File: src/rtl/odo_pkg.sv
// Shared types, constants and the CORDIC arctangent table for the odometry block.
// Used by every module under rtl/; depends on nothing else.
`default_nettype none

package odo_pkg;

   // CORDIC iteration count, clipped to the table length.
   localparam int TRIG_ITERATIONS = 16;
   localparam int TABLE_LEN = 24;
   localparam int ITER_COUNT = (TRIG_ITERATIONS > TABLE_LEN) ? TABLE_LEN : TRIG_ITERATIONS;
   localparam int CNT_W = (ITER_COUNT > 1) ? $clog2(ITER_COUNT) : 1;
   localparam int ATAN_IDX_W = $clog2(TABLE_LEN);

   // CORDIC datapath widths: vector components and the angle accumulator.
   localparam int CW = 37;
   localparam int ZW = 34;
   localparam int CORDIC_GAIN = 652032874;

   // Queue between the front and the back.
   localparam int Q_DEPTH = 2;
   localparam int Q_PTR_W = (Q_DEPTH > 1) ? $clog2(Q_DEPTH) : 1;
   localparam int Q_CNT_W = $clog2(Q_DEPTH + 1);

   localparam logic [1:0] CMD_TICK    = 2'd0;
   localparam logic [1:0] CMD_BEARING = 2'd1;
   localparam logic [1:0] CMD_ERROR   = 2'd2;

   typedef enum logic [1:0] {
      CLS_TICK,
      CLS_BEARING,
      CLS_ERROR,
      CLS_NONE
   } cls_type;

   typedef enum logic {
      CM_ROTATE,
      CM_VECTOR
   } cordic_mode_type;

   typedef struct packed {
      logic [1:0]         cmd;
      logic signed [31:0] left_position;
      logic signed [31:0] right_position;
      logic signed [15:0] gyro_yaw;
      logic signed [31:0] target_x;
      logic signed [31:0] target_y;
      logic signed [15:0] target_heading;
   } req_payload_type;

   typedef struct packed {
      logic signed [31:0] pos_x;
      logic signed [31:0] pos_y;
      logic signed [15:0] heading;
      logic signed [15:0] angle_answer;
      logic               saturated;
   } rsp_payload_type;

   typedef struct packed {
      cls_type            cls;
      logic signed [32:0] dc;
      logic signed [15:0] gyro_yaw;
      logic signed [31:0] target_x;
      logic signed [31:0] target_y;
      logic signed [15:0] target_heading;
   } q_entry_type;

   typedef struct packed {
      logic            start;
      cordic_mode_type mode;
   } cordic_cmd_type;

   typedef struct packed {
      logic busy;
      logic done;
   } cordic_status_type;

   // Arctangent of 2^-idx in units where 2^31 equals pi.
   function automatic logic signed [ZW-1:0] atan_entry(input logic [ATAN_IDX_W-1:0] idx);
      logic [31:0] val;
      case (idx)
         5'd0:  val = 32'h20000000;
         5'd1:  val = 32'h12E4051E;
         5'd2:  val = 32'h09FB385B;
         5'd3:  val = 32'h051111D4;
         5'd4:  val = 32'h028B0D43;
         5'd5:  val = 32'h0145D7E1;
         5'd6:  val = 32'h00A2F61E;
         5'd7:  val = 32'h00517C55;
         5'd8:  val = 32'h0028BE53;
         5'd9:  val = 32'h00145F2F;
         5'd10: val = 32'h000A2F98;
         5'd11: val = 32'h000517CC;
         5'd12: val = 32'h00028BE6;
         5'd13: val = 32'h000145F3;
         5'd14: val = 32'h0000A2FA;
         5'd15: val = 32'h0000517D;
         5'd16: val = 32'h000028BE;
         5'd17: val = 32'h0000145F;
         5'd18: val = 32'h00000A30;
         5'd19: val = 32'h00000518;
         5'd20: val = 32'h0000028C;
         5'd21: val = 32'h00000146;
         5'd22: val = 32'h000000A3;
         5'd23: val = 32'h00000051;
         default: val = 32'h0;
      endcase
      return {{(ZW-32){1'b0}}, val};
   endfunction

endpackage

`default_nettype wire

File: src/rtl/odo_front.sv
// Front end: accepts request transactions, classifies them, forms the wheel
// center delta against the stored last positions, and queues them. Uses odo_pkg.
`default_nettype none

module odo_front (
   input  wire logic                     clock,
   input  wire logic                     reset,
   input  wire logic                     req_valid,
   output logic                          req_ready,
   input  wire odo_pkg::req_payload_type req_payload,
   output logic                          q_valid,
   input  wire logic                     q_pop,
   output odo_pkg::q_entry_type          q_head
);
   import odo_pkg::*;

   logic signed [31:0]   last_left_ff, last_left_in;
   logic signed [31:0]   last_right_ff, last_right_in;
   q_entry_type          queue_ff [Q_DEPTH];
   logic [Q_PTR_W-1:0]   wr_ptr_ff, wr_ptr_in;
   logic [Q_PTR_W-1:0]   rd_ptr_ff, rd_ptr_in;
   logic [Q_CNT_W-1:0]   count_ff, count_in;
   logic                 push;
   cls_type              cls;
   logic signed [32:0]   delta_left;
   logic signed [32:0]   delta_right;
   logic signed [33:0]   delta_sum;
   logic signed [33:0]   sum_adj;
   q_entry_type          entry;

   assign req_ready = (count_ff != Q_CNT_W'(Q_DEPTH));
   assign push      = req_valid && req_ready;
   assign q_valid   = (count_ff != '0);
   assign q_head    = queue_ff[rd_ptr_ff];

   always_comb begin
      case (req_payload.cmd)
         CMD_TICK:    cls = CLS_TICK;
         CMD_BEARING: cls = CLS_BEARING;
         CMD_ERROR:   cls = CLS_ERROR;
         default:     cls = CLS_NONE;
      endcase
   end

   // The mean of the two deltas rounds toward zero, so odd negative sums get one added.
   always_comb begin
      delta_left  = {req_payload.left_position[31], req_payload.left_position}
                  - {last_left_ff[31], last_left_ff};
      delta_right = {req_payload.right_position[31], req_payload.right_position}
                  - {last_right_ff[31], last_right_ff};
      delta_sum   = {delta_left[32], delta_left} + {delta_right[32], delta_right};
      sum_adj     = delta_sum + {33'b0, delta_sum[33]};

      entry.cls            = cls;
      entry.dc             = sum_adj[33:1];
      entry.gyro_yaw       = req_payload.gyro_yaw;
      entry.target_x       = req_payload.target_x;
      entry.target_y       = req_payload.target_y;
      entry.target_heading = req_payload.target_heading;
   end

   always_comb begin
      last_left_in  = last_left_ff;
      last_right_in = last_right_ff;
      if (push && cls == CLS_TICK) begin
         last_left_in  = req_payload.left_position;
         last_right_in = req_payload.right_position;
      end

      wr_ptr_in = wr_ptr_ff;
      if (push) begin
         wr_ptr_in = (wr_ptr_ff == Q_PTR_W'(Q_DEPTH - 1)) ? '0 : wr_ptr_ff + 1'b1;
      end
      rd_ptr_in = rd_ptr_ff;
      if (q_pop) begin
         rd_ptr_in = (rd_ptr_ff == Q_PTR_W'(Q_DEPTH - 1)) ? '0 : rd_ptr_ff + 1'b1;
      end

      count_in = count_ff;
      if (push && !q_pop) begin
         count_in = count_ff + 1'b1;
      end else if (!push && q_pop) begin
         count_in = count_ff - 1'b1;
      end
   end

   always_ff @(posedge clock) begin
      if (reset) begin
         last_left_ff  <= '0;
         last_right_ff <= '0;
         wr_ptr_ff     <= '0;
         rd_ptr_ff     <= '0;
         count_ff      <= '0;
      end else begin
         last_left_ff  <= last_left_in;
         last_right_ff <= last_right_in;
         wr_ptr_ff     <= wr_ptr_in;
         rd_ptr_ff     <= rd_ptr_in;
         count_ff      <= count_in;
      end
   end

   always_ff @(posedge clock) begin
      if (push) begin
         queue_ff[wr_ptr_ff] <= entry;
      end
   end

endmodule

`default_nettype wire

File: src/rtl/odo_cordic.sv
// Iterative CORDIC unit, one micro-rotation per cycle, in rotation mode for
// sine and cosine or in vectoring mode for atan2. Uses odo_pkg.
`default_nettype none

module odo_cordic (
   input  wire logic                          clock,
   input  wire logic                          reset,
   input  wire odo_pkg::cordic_cmd_type       cmd,
   input  wire logic signed [odo_pkg::CW-1:0] x_init,
   input  wire logic signed [odo_pkg::CW-1:0] y_init,
   input  wire logic signed [odo_pkg::ZW-1:0] z_init,
   output odo_pkg::cordic_status_type         status,
   output logic signed [odo_pkg::CW-1:0]      x_out,
   output logic signed [odo_pkg::CW-1:0]      y_out,
   output logic signed [odo_pkg::ZW-1:0]      z_out
);
   import odo_pkg::*;

   cordic_mode_type      mode_ff, mode_in;
   logic                 busy_ff, busy_in;
   logic                 done_ff, done_in;
   logic [CNT_W-1:0]     cnt_ff, cnt_in;
   logic signed [CW-1:0] x_ff, x_in;
   logic signed [CW-1:0] y_ff, y_in;
   logic signed [ZW-1:0] z_ff, z_in;
   logic signed [CW-1:0] x_shift;
   logic signed [CW-1:0] y_shift;
   logic signed [ZW-1:0] atan_val;
   logic                 y_positive;
   logic                 ccw;

   assign status.busy = busy_ff;
   assign status.done = done_ff;
   assign x_out = x_ff;
   assign y_out = y_ff;
   assign z_out = z_ff;

   // Rotation drives z toward zero, vectoring drives y toward zero.
   always_comb begin
      x_shift    = x_ff >>> cnt_ff;
      y_shift    = y_ff >>> cnt_ff;
      atan_val   = atan_entry(ATAN_IDX_W'(cnt_ff));
      y_positive = !y_ff[CW-1] && (|y_ff);
      ccw        = (mode_ff == CM_ROTATE) ? !z_ff[ZW-1] : !y_positive;
   end

   always_comb begin
      mode_in = mode_ff;
      busy_in = busy_ff;
      done_in = 1'b0;
      cnt_in  = cnt_ff;
      x_in    = x_ff;
      y_in    = y_ff;
      z_in    = z_ff;
      if (cmd.start) begin
         mode_in = cmd.mode;
         busy_in = 1'b1;
         cnt_in  = '0;
         x_in    = x_init;
         y_in    = y_init;
         z_in    = z_init;
      end else if (busy_ff) begin
         if (ccw) begin
            x_in = x_ff - y_shift;
            y_in = y_ff + x_shift;
            z_in = z_ff - atan_val;
         end else begin
            x_in = x_ff + y_shift;
            y_in = y_ff - x_shift;
            z_in = z_ff + atan_val;
         end
         cnt_in = cnt_ff + 1'b1;
         if (cnt_ff == CNT_W'(ITER_COUNT - 1)) begin
            busy_in = 1'b0;
            done_in = 1'b1;
         end
      end
   end

   always_ff @(posedge clock) begin
      if (reset) begin
         busy_ff <= 1'b0;
         done_ff <= 1'b0;
         cnt_ff  <= '0;
         mode_ff <= CM_ROTATE;
      end else begin
         busy_ff <= busy_in;
         done_ff <= done_in;
         cnt_ff  <= cnt_in;
         mode_ff <= mode_in;
      end
   end

   always_ff @(posedge clock) begin
      x_ff <= x_in;
      y_ff <= y_in;
      z_ff <= z_in;
   end

   a_no_start_while_busy: assert property (@(posedge clock) disable iff (reset)
      cmd.start |-> !busy_ff)
      else $error("CORDIC started while a run is in progress");

   a_done_ends_run: assert property (@(posedge clock) disable iff (reset)
      $fell(busy_ff) |-> done_ff)
      else $error("CORDIC run ended without a done pulse");

endmodule

`default_nettype wire

File: src/rtl/odo_back.sv
// Back end: holds the pose, sequences each queued transaction through the units its
// class needs (CORDIC, multiplier, saturating adder) and drives the result register.
// Uses odo_pkg; works with odo_front and odo_cordic.
`default_nettype none

module odo_back (
   input  wire logic                          clock,
   input  wire logic                          reset,
   input  wire logic                          q_valid,
   output logic                               q_pop,
   input  wire odo_pkg::q_entry_type          q_head,
   output odo_pkg::cordic_cmd_type            cordic_cmd,
   output logic signed [odo_pkg::CW-1:0]      cordic_x_init,
   output logic signed [odo_pkg::CW-1:0]      cordic_y_init,
   output logic signed [odo_pkg::ZW-1:0]      cordic_z_init,
   input  wire odo_pkg::cordic_status_type    cordic_status,
   input  wire logic signed [odo_pkg::CW-1:0] cordic_x,
   input  wire logic signed [odo_pkg::CW-1:0] cordic_y,
   input  wire logic signed [odo_pkg::ZW-1:0] cordic_z,
   output logic                               rsp_valid,
   input  wire logic                          rsp_ready,
   output odo_pkg::rsp_payload_type           rsp_payload
);
   import odo_pkg::*;

   typedef enum logic [7:0] {
      ST_IDLE  = 8'b0000_0001,
      ST_START = 8'b0000_0010,
      ST_WAIT  = 8'b0000_0100,
      ST_MUL_S = 8'b0000_1000,
      ST_ADD_X = 8'b0001_0000,
      ST_MUL_C = 8'b0010_0000,
      ST_ADD_Y = 8'b0100_0000,
      ST_DONE  = 8'b1000_0000
   } state_type;

   localparam logic signed [31:0] POS_MAX = 32'sh7FFF_FFFF;
   localparam logic signed [31:0] POS_MIN = 32'sh8000_0000;
   localparam logic signed [ZW-1:0] QUARTER_TURN = ZW'(32'h4000_0000);

   state_type          state_ff, state_in;
   q_entry_type        item_ff, item_in;
   logic signed [31:0] x_pos_ff, x_pos_in;
   logic signed [31:0] y_pos_ff, y_pos_in;
   logic signed [15:0] heading_ff, heading_in;
   logic signed [15:0] answer_ff, answer_in;
   logic               sat_ff, sat_in;
   logic               flip_ff, flip_in;
   logic signed [64:0] prod_ff, prod_in;
   logic               rsp_valid_ff, rsp_valid_in;
   rsp_payload_type    rsp_payload_ff, rsp_payload_in;

   logic signed [32:0]   dc;
   logic signed [31:0]   tgt_x;
   logic signed [31:0]   tgt_y;
   logic signed [32:0]   dx;
   logic signed [32:0]   dy;
   logic                 head_flip;
   logic [15:0]          folded;
   logic signed [CW-1:0] trig_src;
   logic signed [CW-1:0] trig_neg;
   logic signed [31:0]   trig;
   logic signed [64:0]   prod_round;
   logic signed [34:0]   step;
   logic signed [31:0]   pos_sel;
   logic signed [35:0]   pos_sum;
   logic                 pos_ovf;
   logic signed [31:0]   pos_new;
   logic signed [ZW-1:0] z_round;

   assign rsp_valid   = rsp_valid_ff;
   assign rsp_payload = rsp_payload_ff;

   // Sine/cosine fold: angles outside the right half-plane turn by pi and negate.
   always_comb begin
      dc        = item_ff.dc;
      tgt_x     = item_ff.target_x;
      tgt_y     = item_ff.target_y;
      dx        = {tgt_x[31], tgt_x} - {x_pos_ff[31], x_pos_ff};
      dy        = {tgt_y[31], tgt_y} - {y_pos_ff[31], y_pos_ff};
      head_flip = heading_ff[15] ^ heading_ff[14];
      folded    = {heading_ff[15] ^ head_flip, heading_ff[14:0]};

      trig_src   = (state_ff == ST_MUL_S) ? cordic_y : cordic_x;
      trig_neg   = flip_ff ? -trig_src : trig_src;
      trig       = trig_neg[31:0];
      prod_round = prod_ff + 65'sd536870912;
      step       = prod_round[64:30];
      pos_sel    = (state_ff == ST_ADD_X) ? x_pos_ff : y_pos_ff;
      pos_sum    = {{4{pos_sel[31]}}, pos_sel} + {step[34], step};
      pos_ovf    = (pos_sum[35:31] != 5'b00000) && (pos_sum[35:31] != 5'b11111);
      pos_new    = pos_ovf ? (pos_sum[35] ? POS_MIN : POS_MAX) : pos_sum[31:0];
      z_round    = cordic_z + ZW'(32'h8000);
   end

   always_comb begin
      state_in       = state_ff;
      item_in        = item_ff;
      x_pos_in       = x_pos_ff;
      y_pos_in       = y_pos_ff;
      heading_in     = heading_ff;
      answer_in      = answer_ff;
      sat_in         = sat_ff;
      flip_in        = flip_ff;
      prod_in        = prod_ff;
      rsp_valid_in   = rsp_valid_ff;
      rsp_payload_in = rsp_payload_ff;
      q_pop          = 1'b0;
      cordic_cmd.start = 1'b0;
      cordic_cmd.mode  = CM_ROTATE;
      cordic_x_init    = CW'(CORDIC_GAIN);
      cordic_y_init    = '0;
      cordic_z_init    = {{(ZW-32){folded[15]}}, folded, 16'b0};

      if (rsp_valid_ff && rsp_ready) begin
         rsp_valid_in = 1'b0;
      end

      case (state_ff)
         ST_IDLE: begin
            if (q_valid) begin
               q_pop    = 1'b1;
               item_in  = q_head;
               state_in = ST_START;
            end
         end
         ST_START: begin
            answer_in = '0;
            sat_in    = 1'b0;
            case (item_ff.cls)
               CLS_TICK: begin
                  flip_in          = head_flip;
                  cordic_cmd.start = 1'b1;
                  state_in         = ST_WAIT;
               end
               CLS_BEARING: begin
                  // A target on the robot has bearing zero.
                  if (dx == '0 && dy == '0) begin
                     state_in = ST_DONE;
                  end else begin
                     cordic_cmd.start = 1'b1;
                     cordic_cmd.mode  = CM_VECTOR;
                     cordic_x_init    = CW'(dy);
                     cordic_y_init    = CW'(dx);
                     cordic_z_init    = '0;
                     if (dy[32]) begin
                        if (!dx[32]) begin
                           cordic_x_init = CW'(dx);
                           cordic_y_init = -CW'(dy);
                           cordic_z_init = QUARTER_TURN;
                        end else begin
                           cordic_x_init = -CW'(dx);
                           cordic_y_init = CW'(dy);
                           cordic_z_init = -QUARTER_TURN;
                        end
                     end
                     state_in = ST_WAIT;
                  end
               end
               CLS_ERROR: begin
                  answer_in = item_ff.target_heading - heading_ff;
                  state_in  = ST_DONE;
               end
               default: begin
                  state_in = ST_DONE;
               end
            endcase
         end
         ST_WAIT: begin
            if (cordic_status.done) begin
               if (item_ff.cls == CLS_TICK) begin
                  state_in = ST_MUL_S;
               end else begin
                  answer_in = z_round[31:16];
                  state_in  = ST_DONE;
               end
            end
         end
         ST_MUL_S: begin
            prod_in  = dc * trig;
            state_in = ST_ADD_X;
         end
         ST_ADD_X: begin
            x_pos_in = pos_new;
            sat_in   = sat_ff | pos_ovf;
            state_in = ST_MUL_C;
         end
         ST_MUL_C: begin
            prod_in  = dc * trig;
            state_in = ST_ADD_Y;
         end
         ST_ADD_Y: begin
            y_pos_in   = pos_new;
            sat_in     = sat_ff | pos_ovf;
            heading_in = item_ff.gyro_yaw;
            state_in   = ST_DONE;
         end
         ST_DONE: begin
            if (!rsp_valid_ff || rsp_ready) begin
               rsp_valid_in                = 1'b1;
               rsp_payload_in.pos_x        = x_pos_ff;
               rsp_payload_in.pos_y        = y_pos_ff;
               rsp_payload_in.heading      = heading_ff;
               rsp_payload_in.angle_answer = answer_ff;
               rsp_payload_in.saturated    = sat_ff;
               state_in                    = ST_IDLE;
            end
         end
         default: begin
            state_in = ST_IDLE;
         end
      endcase
   end

   always_ff @(posedge clock) begin
      if (reset) begin
         state_ff     <= ST_IDLE;
         rsp_valid_ff <= 1'b0;
         x_pos_ff     <= '0;
         y_pos_ff     <= '0;
         heading_ff   <= '0;
      end else begin
         state_ff     <= state_in;
         rsp_valid_ff <= rsp_valid_in;
         x_pos_ff     <= x_pos_in;
         y_pos_ff     <= y_pos_in;
         heading_ff   <= heading_in;
      end
   end

   always_ff @(posedge clock) begin
      item_ff        <= item_in;
      answer_ff      <= answer_in;
      sat_ff         <= sat_in;
      flip_ff        <= flip_in;
      prod_ff        <= prod_in;
      rsp_payload_ff <= rsp_payload_in;
   end

   a_sat_at_limit: assert property (@(posedge clock) disable iff (reset)
      rsp_valid_ff && rsp_payload_ff.saturated |->
         rsp_payload_ff.pos_x == POS_MAX || rsp_payload_ff.pos_x == POS_MIN ||
         rsp_payload_ff.pos_y == POS_MAX || rsp_payload_ff.pos_y == POS_MIN)
      else $error("Saturation reported with both coordinates inside the range");

   a_sat_only_on_tick: assert property (@(posedge clock) disable iff (reset)
      rsp_valid_ff && rsp_payload_ff.saturated |-> rsp_payload_ff.angle_answer == '0)
      else $error("Saturation reported together with a query answer");

   a_wait_has_cordic: assert property (@(posedge clock) disable iff (reset)
      state_ff == ST_WAIT |-> cordic_status.busy || cordic_status.done)
      else $error("Waiting on a CORDIC unit that is not running");

endmodule

`default_nettype wire

File: src/rtl/differential_drive_odometry_top.sv
// Top level of the differential-drive odometry block.
// Instantiates odo_front, odo_cordic and odo_back; uses odo_pkg.
`default_nettype none

// A tick transaction (cmd 0) updates x and y from the mean wheel travel and the
// previous heading, then takes the gyro yaw as the new heading; a bearing query
// (cmd 1) returns atan2 to a target point, and a heading query (cmd 2) returns the
// wrapped heading error. Every request gives exactly one response holding the pose
// after it. The back end handles one transaction at a time. A tick or a bearing
// query runs the iterative CORDIC unit, one micro-rotation per cycle; a heading
// query, a bearing to a target at the robot's own position or an unused code
// skips it. The back end takes each request out of the two-entry queue, which
// keeps accepting requests while it has room, even while the back end works or
// while a response waits for rsp_ready.
module differential_drive_odometry_top (
   input  wire logic                     clock,
   input  wire logic                     reset,
   input  wire logic                     req_valid,
   output logic                          req_ready,
   input  wire odo_pkg::req_payload_type req_payload,
   output logic                          rsp_valid,
   input  wire logic                     rsp_ready,
   output odo_pkg::rsp_payload_type      rsp_payload
);
   import odo_pkg::*;

   logic                 q_valid;
   logic                 q_pop;
   q_entry_type          q_head;
   cordic_cmd_type       cordic_cmd;
   cordic_status_type    cordic_status;
   logic signed [CW-1:0] cordic_x_init;
   logic signed [CW-1:0] cordic_y_init;
   logic signed [ZW-1:0] cordic_z_init;
   logic signed [CW-1:0] cordic_x;
   logic signed [CW-1:0] cordic_y;
   logic signed [ZW-1:0] cordic_z;

   odo_front u_front (
      .clock       (clock),
      .reset       (reset),
      .req_valid   (req_valid),
      .req_ready   (req_ready),
      .req_payload (req_payload),
      .q_valid     (q_valid),
      .q_pop       (q_pop),
      .q_head      (q_head)
   );

   odo_cordic u_cordic (
      .clock  (clock),
      .reset  (reset),
      .cmd    (cordic_cmd),
      .x_init (cordic_x_init),
      .y_init (cordic_y_init),
      .z_init (cordic_z_init),
      .status (cordic_status),
      .x_out  (cordic_x),
      .y_out  (cordic_y),
      .z_out  (cordic_z)
   );

   odo_back u_back (
      .clock         (clock),
      .reset         (reset),
      .q_valid       (q_valid),
      .q_pop         (q_pop),
      .q_head        (q_head),
      .cordic_cmd    (cordic_cmd),
      .cordic_x_init (cordic_x_init),
      .cordic_y_init (cordic_y_init),
      .cordic_z_init (cordic_z_init),
      .cordic_status (cordic_status),
      .cordic_x      (cordic_x),
      .cordic_y      (cordic_y),
      .cordic_z      (cordic_z),
      .rsp_valid     (rsp_valid),
      .rsp_ready     (rsp_ready),
      .rsp_payload   (rsp_payload)
   );

endmodule

`default_nettype wire

File: config.mk
export PLATFORM = sky130hd
export DESIGN_NAME = differential_drive_odometry_top
export DESIGN_NICKNAME = d
export VERILOG_FILES = /design/src/rtl/odo_pkg.sv /design/src/rtl/odo_front.sv /design/src/rtl/odo_cordic.sv /design/src/rtl/odo_back.sv /design/src/rtl/differential_drive_odometry_top.sv
export SDC_FILE = /design/constraint.sdc
export NUM_CORES = 2
export LEC_CHECK = 0
export BUFFER_PORTS_ARGS = -buffer_cell sky130_fd_sc_hd__buf_2
export CORE_ASPECT_RATIO = 1.4
export CORE_UTILIZATION = 45
export CTS_CLUSTER_DIAMETER = 30
export DETAILED_ROUTE_END_ITERATION = 10
export PLACE_DENSITY = 0.74
export SYNTH_ARGS = -nofsm -noshare
export SYNTH_HDL_FRONTEND = slang
export SYNTH_SLANG_ARGS = --single-unit
File: constraint.sdc
create_clock -name clock -period 12.1 [get_ports clock]
set_input_delay 2.42 -clock clock [delete_from_list [all_inputs] [get_ports clock]]
set_output_delay 2.42 -clock clock [all_outputs]
set_load 0.02 [all_outputs]
==> summary.md <==
| Metric | Value |
|---|---|
| Core box area | approximately 0.2 sq mm |
| Main synth FF type | edfxtp_1 |
| Top-count cell post-synth | inv_1 |
| Share of cells above drive strength 1 | 0.102 |
| Clock Skew | between 0.05 and 0.06 ns |
| Nets | 11044 |
| CP top delay family | adder cells |
| Worst EP arrival | 12.10 ns |
| FP Rows | between 150 and 200 |
| Ys async rst share | 0 |
| Synthesized area | 0.0905 sq mm |
| Top cell type's share of synthesized area | 0.262 |
| Fmax | around 86 MHz |
| Req. time, crit path | around 13 ns |
| Area growth from synthesis to layout | 9.04% |
| Wire per inst | about 23 um |
| CTS Root Cell | clkbuf_16 |
| Post-layout min period | 11.63 ns |
| Slew headroom | 0.147 |
| CP Capture Type | register |
| Vias in the first global route | between 70000 and 80000 |
| Clk sinks | around 850 |
| GPL Wtd Cong | 1.01 |
| Die width | approximately 380 um |
| Post-synth net total | 10960 |
| Initial antenna violation count | 14 |
| CTS max path bufs | 3 |
| Mapped Cells | a little over 9000 |
| Crit path max fanout | 21 |
| Max cap viols | 0 |
| HPWL Detailed | between 200000 and 250000 um |
| Vias per cell | between 5 and 6 |
| Startpoint Class | register |
| H-tree depth | 3 |
| # fillers | about 18000 |
| Post-synthesis sequential area ratio | 0.259 |
| Seq cells post-synth | 846 |
| Slew Viols, Final | 0 |
| Top cells by count, synth | inv_1 (1336), fa_1 (1183), nand2_1 (1139) |
| Crit path largest cell delay | about 0.86 ns |
| Final setup fails | 0 |
| DRC violations left | 0 |
| Number of flops mapped to enable cells by yosys | 652 |
| Total Routing Usage GR | 0.270 |
| DIE HEIGHT | 533 um |
| CP Class | register to register |
| CTS tree | yes |
| Pin count of the biggest net entering global routing | 100 |
| RSZ-0062 raised after global routing | false |
| Synth warn | 0 |
| Global-route wire length before repair | between 400000 and 500000 um |
| Clk_lat worst skew | 0.72 ns |
| Sum Neg Setup Slack | 0 ns |
| Tcrit/Tclk final | 0.961 |
| Routed Antenna Nets | 0 |
| DR pass1 iterations | 8 |
| Grt ovf | 0 |
| Worst-margin pin slew | roughly 1.3 ns |
| Buffers on Ports | around 260 |
| Worst path most repeated cell | fa_1 |
| Cell variety after synth | slightly above 100 |
| WP buf/inv | 3 |
| Status | finished, final reports clean |
| CTS buffer count | approximately 100 |
| Initial core utilization | 0.453 |
| Vias | just under 70000 |
| Hold crit path type | register to register |
| Total wire length | ~270000 um |
| Synthesized area per cell | 9.89 sq um |
| Die Area | approximately 0.20 sq mm |
| Top post-synthesis cells by area | fa_1 (26%), edfxtp_1 (22%), ha_1 (6.3%) |
| CP max stage cell | xnor2_2 |
| Top Ports | around 270 |
| Hold Violations, Final | 0 |
| Yosys top cell by area | fa_1 |
| Worst-path clk slew | 0.06 ns |
| Iter 0 DRT Violations | ~5900 |
-- cell type report --
class,count,area [sq um],area share
Inverter,1340,5030,0.0510
Clock inverter,81,1070,0.0109
Sequential cell,846,23500,0.238
Multi-Input combinational cell,6555,60800,0.616
Tap cell,2646,3310,0.0335
Clock buffer,112,2620,0.0265
Antenna cell,12,30.0,0.000304
Timing Repair Buffer,396,2360,0.0239
-- timing repair --
action	4_1_cts	5_1_grt
hold buffers	0	0
endpoints found under the hold margin	0	0
setup endpoints to repair	0	6
gates resized for setup	0	3
setup buffers	0	0
-- worst paths after layout --
kind              slack [ns]  cells past startpoint                       startpoint                              end
setup / recovery        0.47                     33  u_back.state_ff[0]$_SDFFE_PP1P_     u_back.prod_ff[50]$_DFFE_PP_
hold / removal          0.42                      0    u_back.answer_ff[4]$_DFFE_PP_  u_back.rsp_payload[5]$_DFFE_PP_
setup reg to reg        0.47                     33  u_back.state_ff[0]$_SDFFE_PP1P_     u_back.prod_ff[50]$_DFFE_PP_
hold reg to reg         0.42                      0    u_back.answer_ff[4]$_DFFE_PP_  u_back.rsp_payload[5]$_DFFE_PP_
-- metal layers --
| metal | global-route usage | vias to the layer above | wire length [um] |
|---|---|---|---|
| li1 | - | 30508 | - |
| met1 | 0.318 | 34772 | 98800 |
| met2 | 0.464 | 3189 | 135000 |
| met3 | 0.0378 | 904 | 20500 |
| met4 | 0.166 | 6 | 19600 |
| met5 | 0 | - | 46 |
-- stage by stage --
stage / utilization / cells / worst slack, ns / hold WS, ns / cell area (sq um)
floorplan: - / 9157 / 0.858 / 0.400 / 90500
global placement: 0.476 / 11783 / 0.596 / 0.406 / 95000
detailed placement: 0.476 / 11783 / 0.396 / 0.407 / 95000
CTS: 0.494 / 11976 / 0.330 / 0.419 / 98700
global route: 0.494 / 11980 / 0.0372 / 0.430 / 98700
finish: 0.494 / 11988 / 0.475 / 0.419 / 98700
-- kinds of logic after synthesis --
group	count (synthesis)	share of synthesized area
DFF	846	0.259
and+or+nand+nor	2599	0.137
adders and majority gates	1637	0.324
xor gates and xnor gates	531	0.0514
buffers and inverters	1756	0.0731
AOI/OAI and AO/OA	1428	0.101
muxes	360	0.0536
-- registers in the layout, summed over array words and instances, names as in the netlist, 33 cells and up --
name,count
u_back.dc,33
u_front.queue_ff,262
u_cordic.y_out,37
u_back.prod_ff,36
u_back.item_ff,34
u_cordic.x_out,37
u_cordic.z_out,34
u_back.rsp_payload,97
-- cells in the final DEF (no fill, tap or decap), types with 121 or more instances in the layout --
cell type and count:
buf_4 129, nor2b_1 121, buf_2 263, nand2_1 1139, xnor2_1 280, fa_1 1183
and2_1 360, edfxtp_1 652, xor2_1 222, dfxtp_1 189, o21ai_0 275, mux2_2 182
a21oi_1 443, ha_1 454, nor2_1 393, a21o_1 142, inv_1 1335
Power is left out: the tool's default activity adds up to more than one toggle a clock period on the data nets, which glitch-free logic cannot reach.
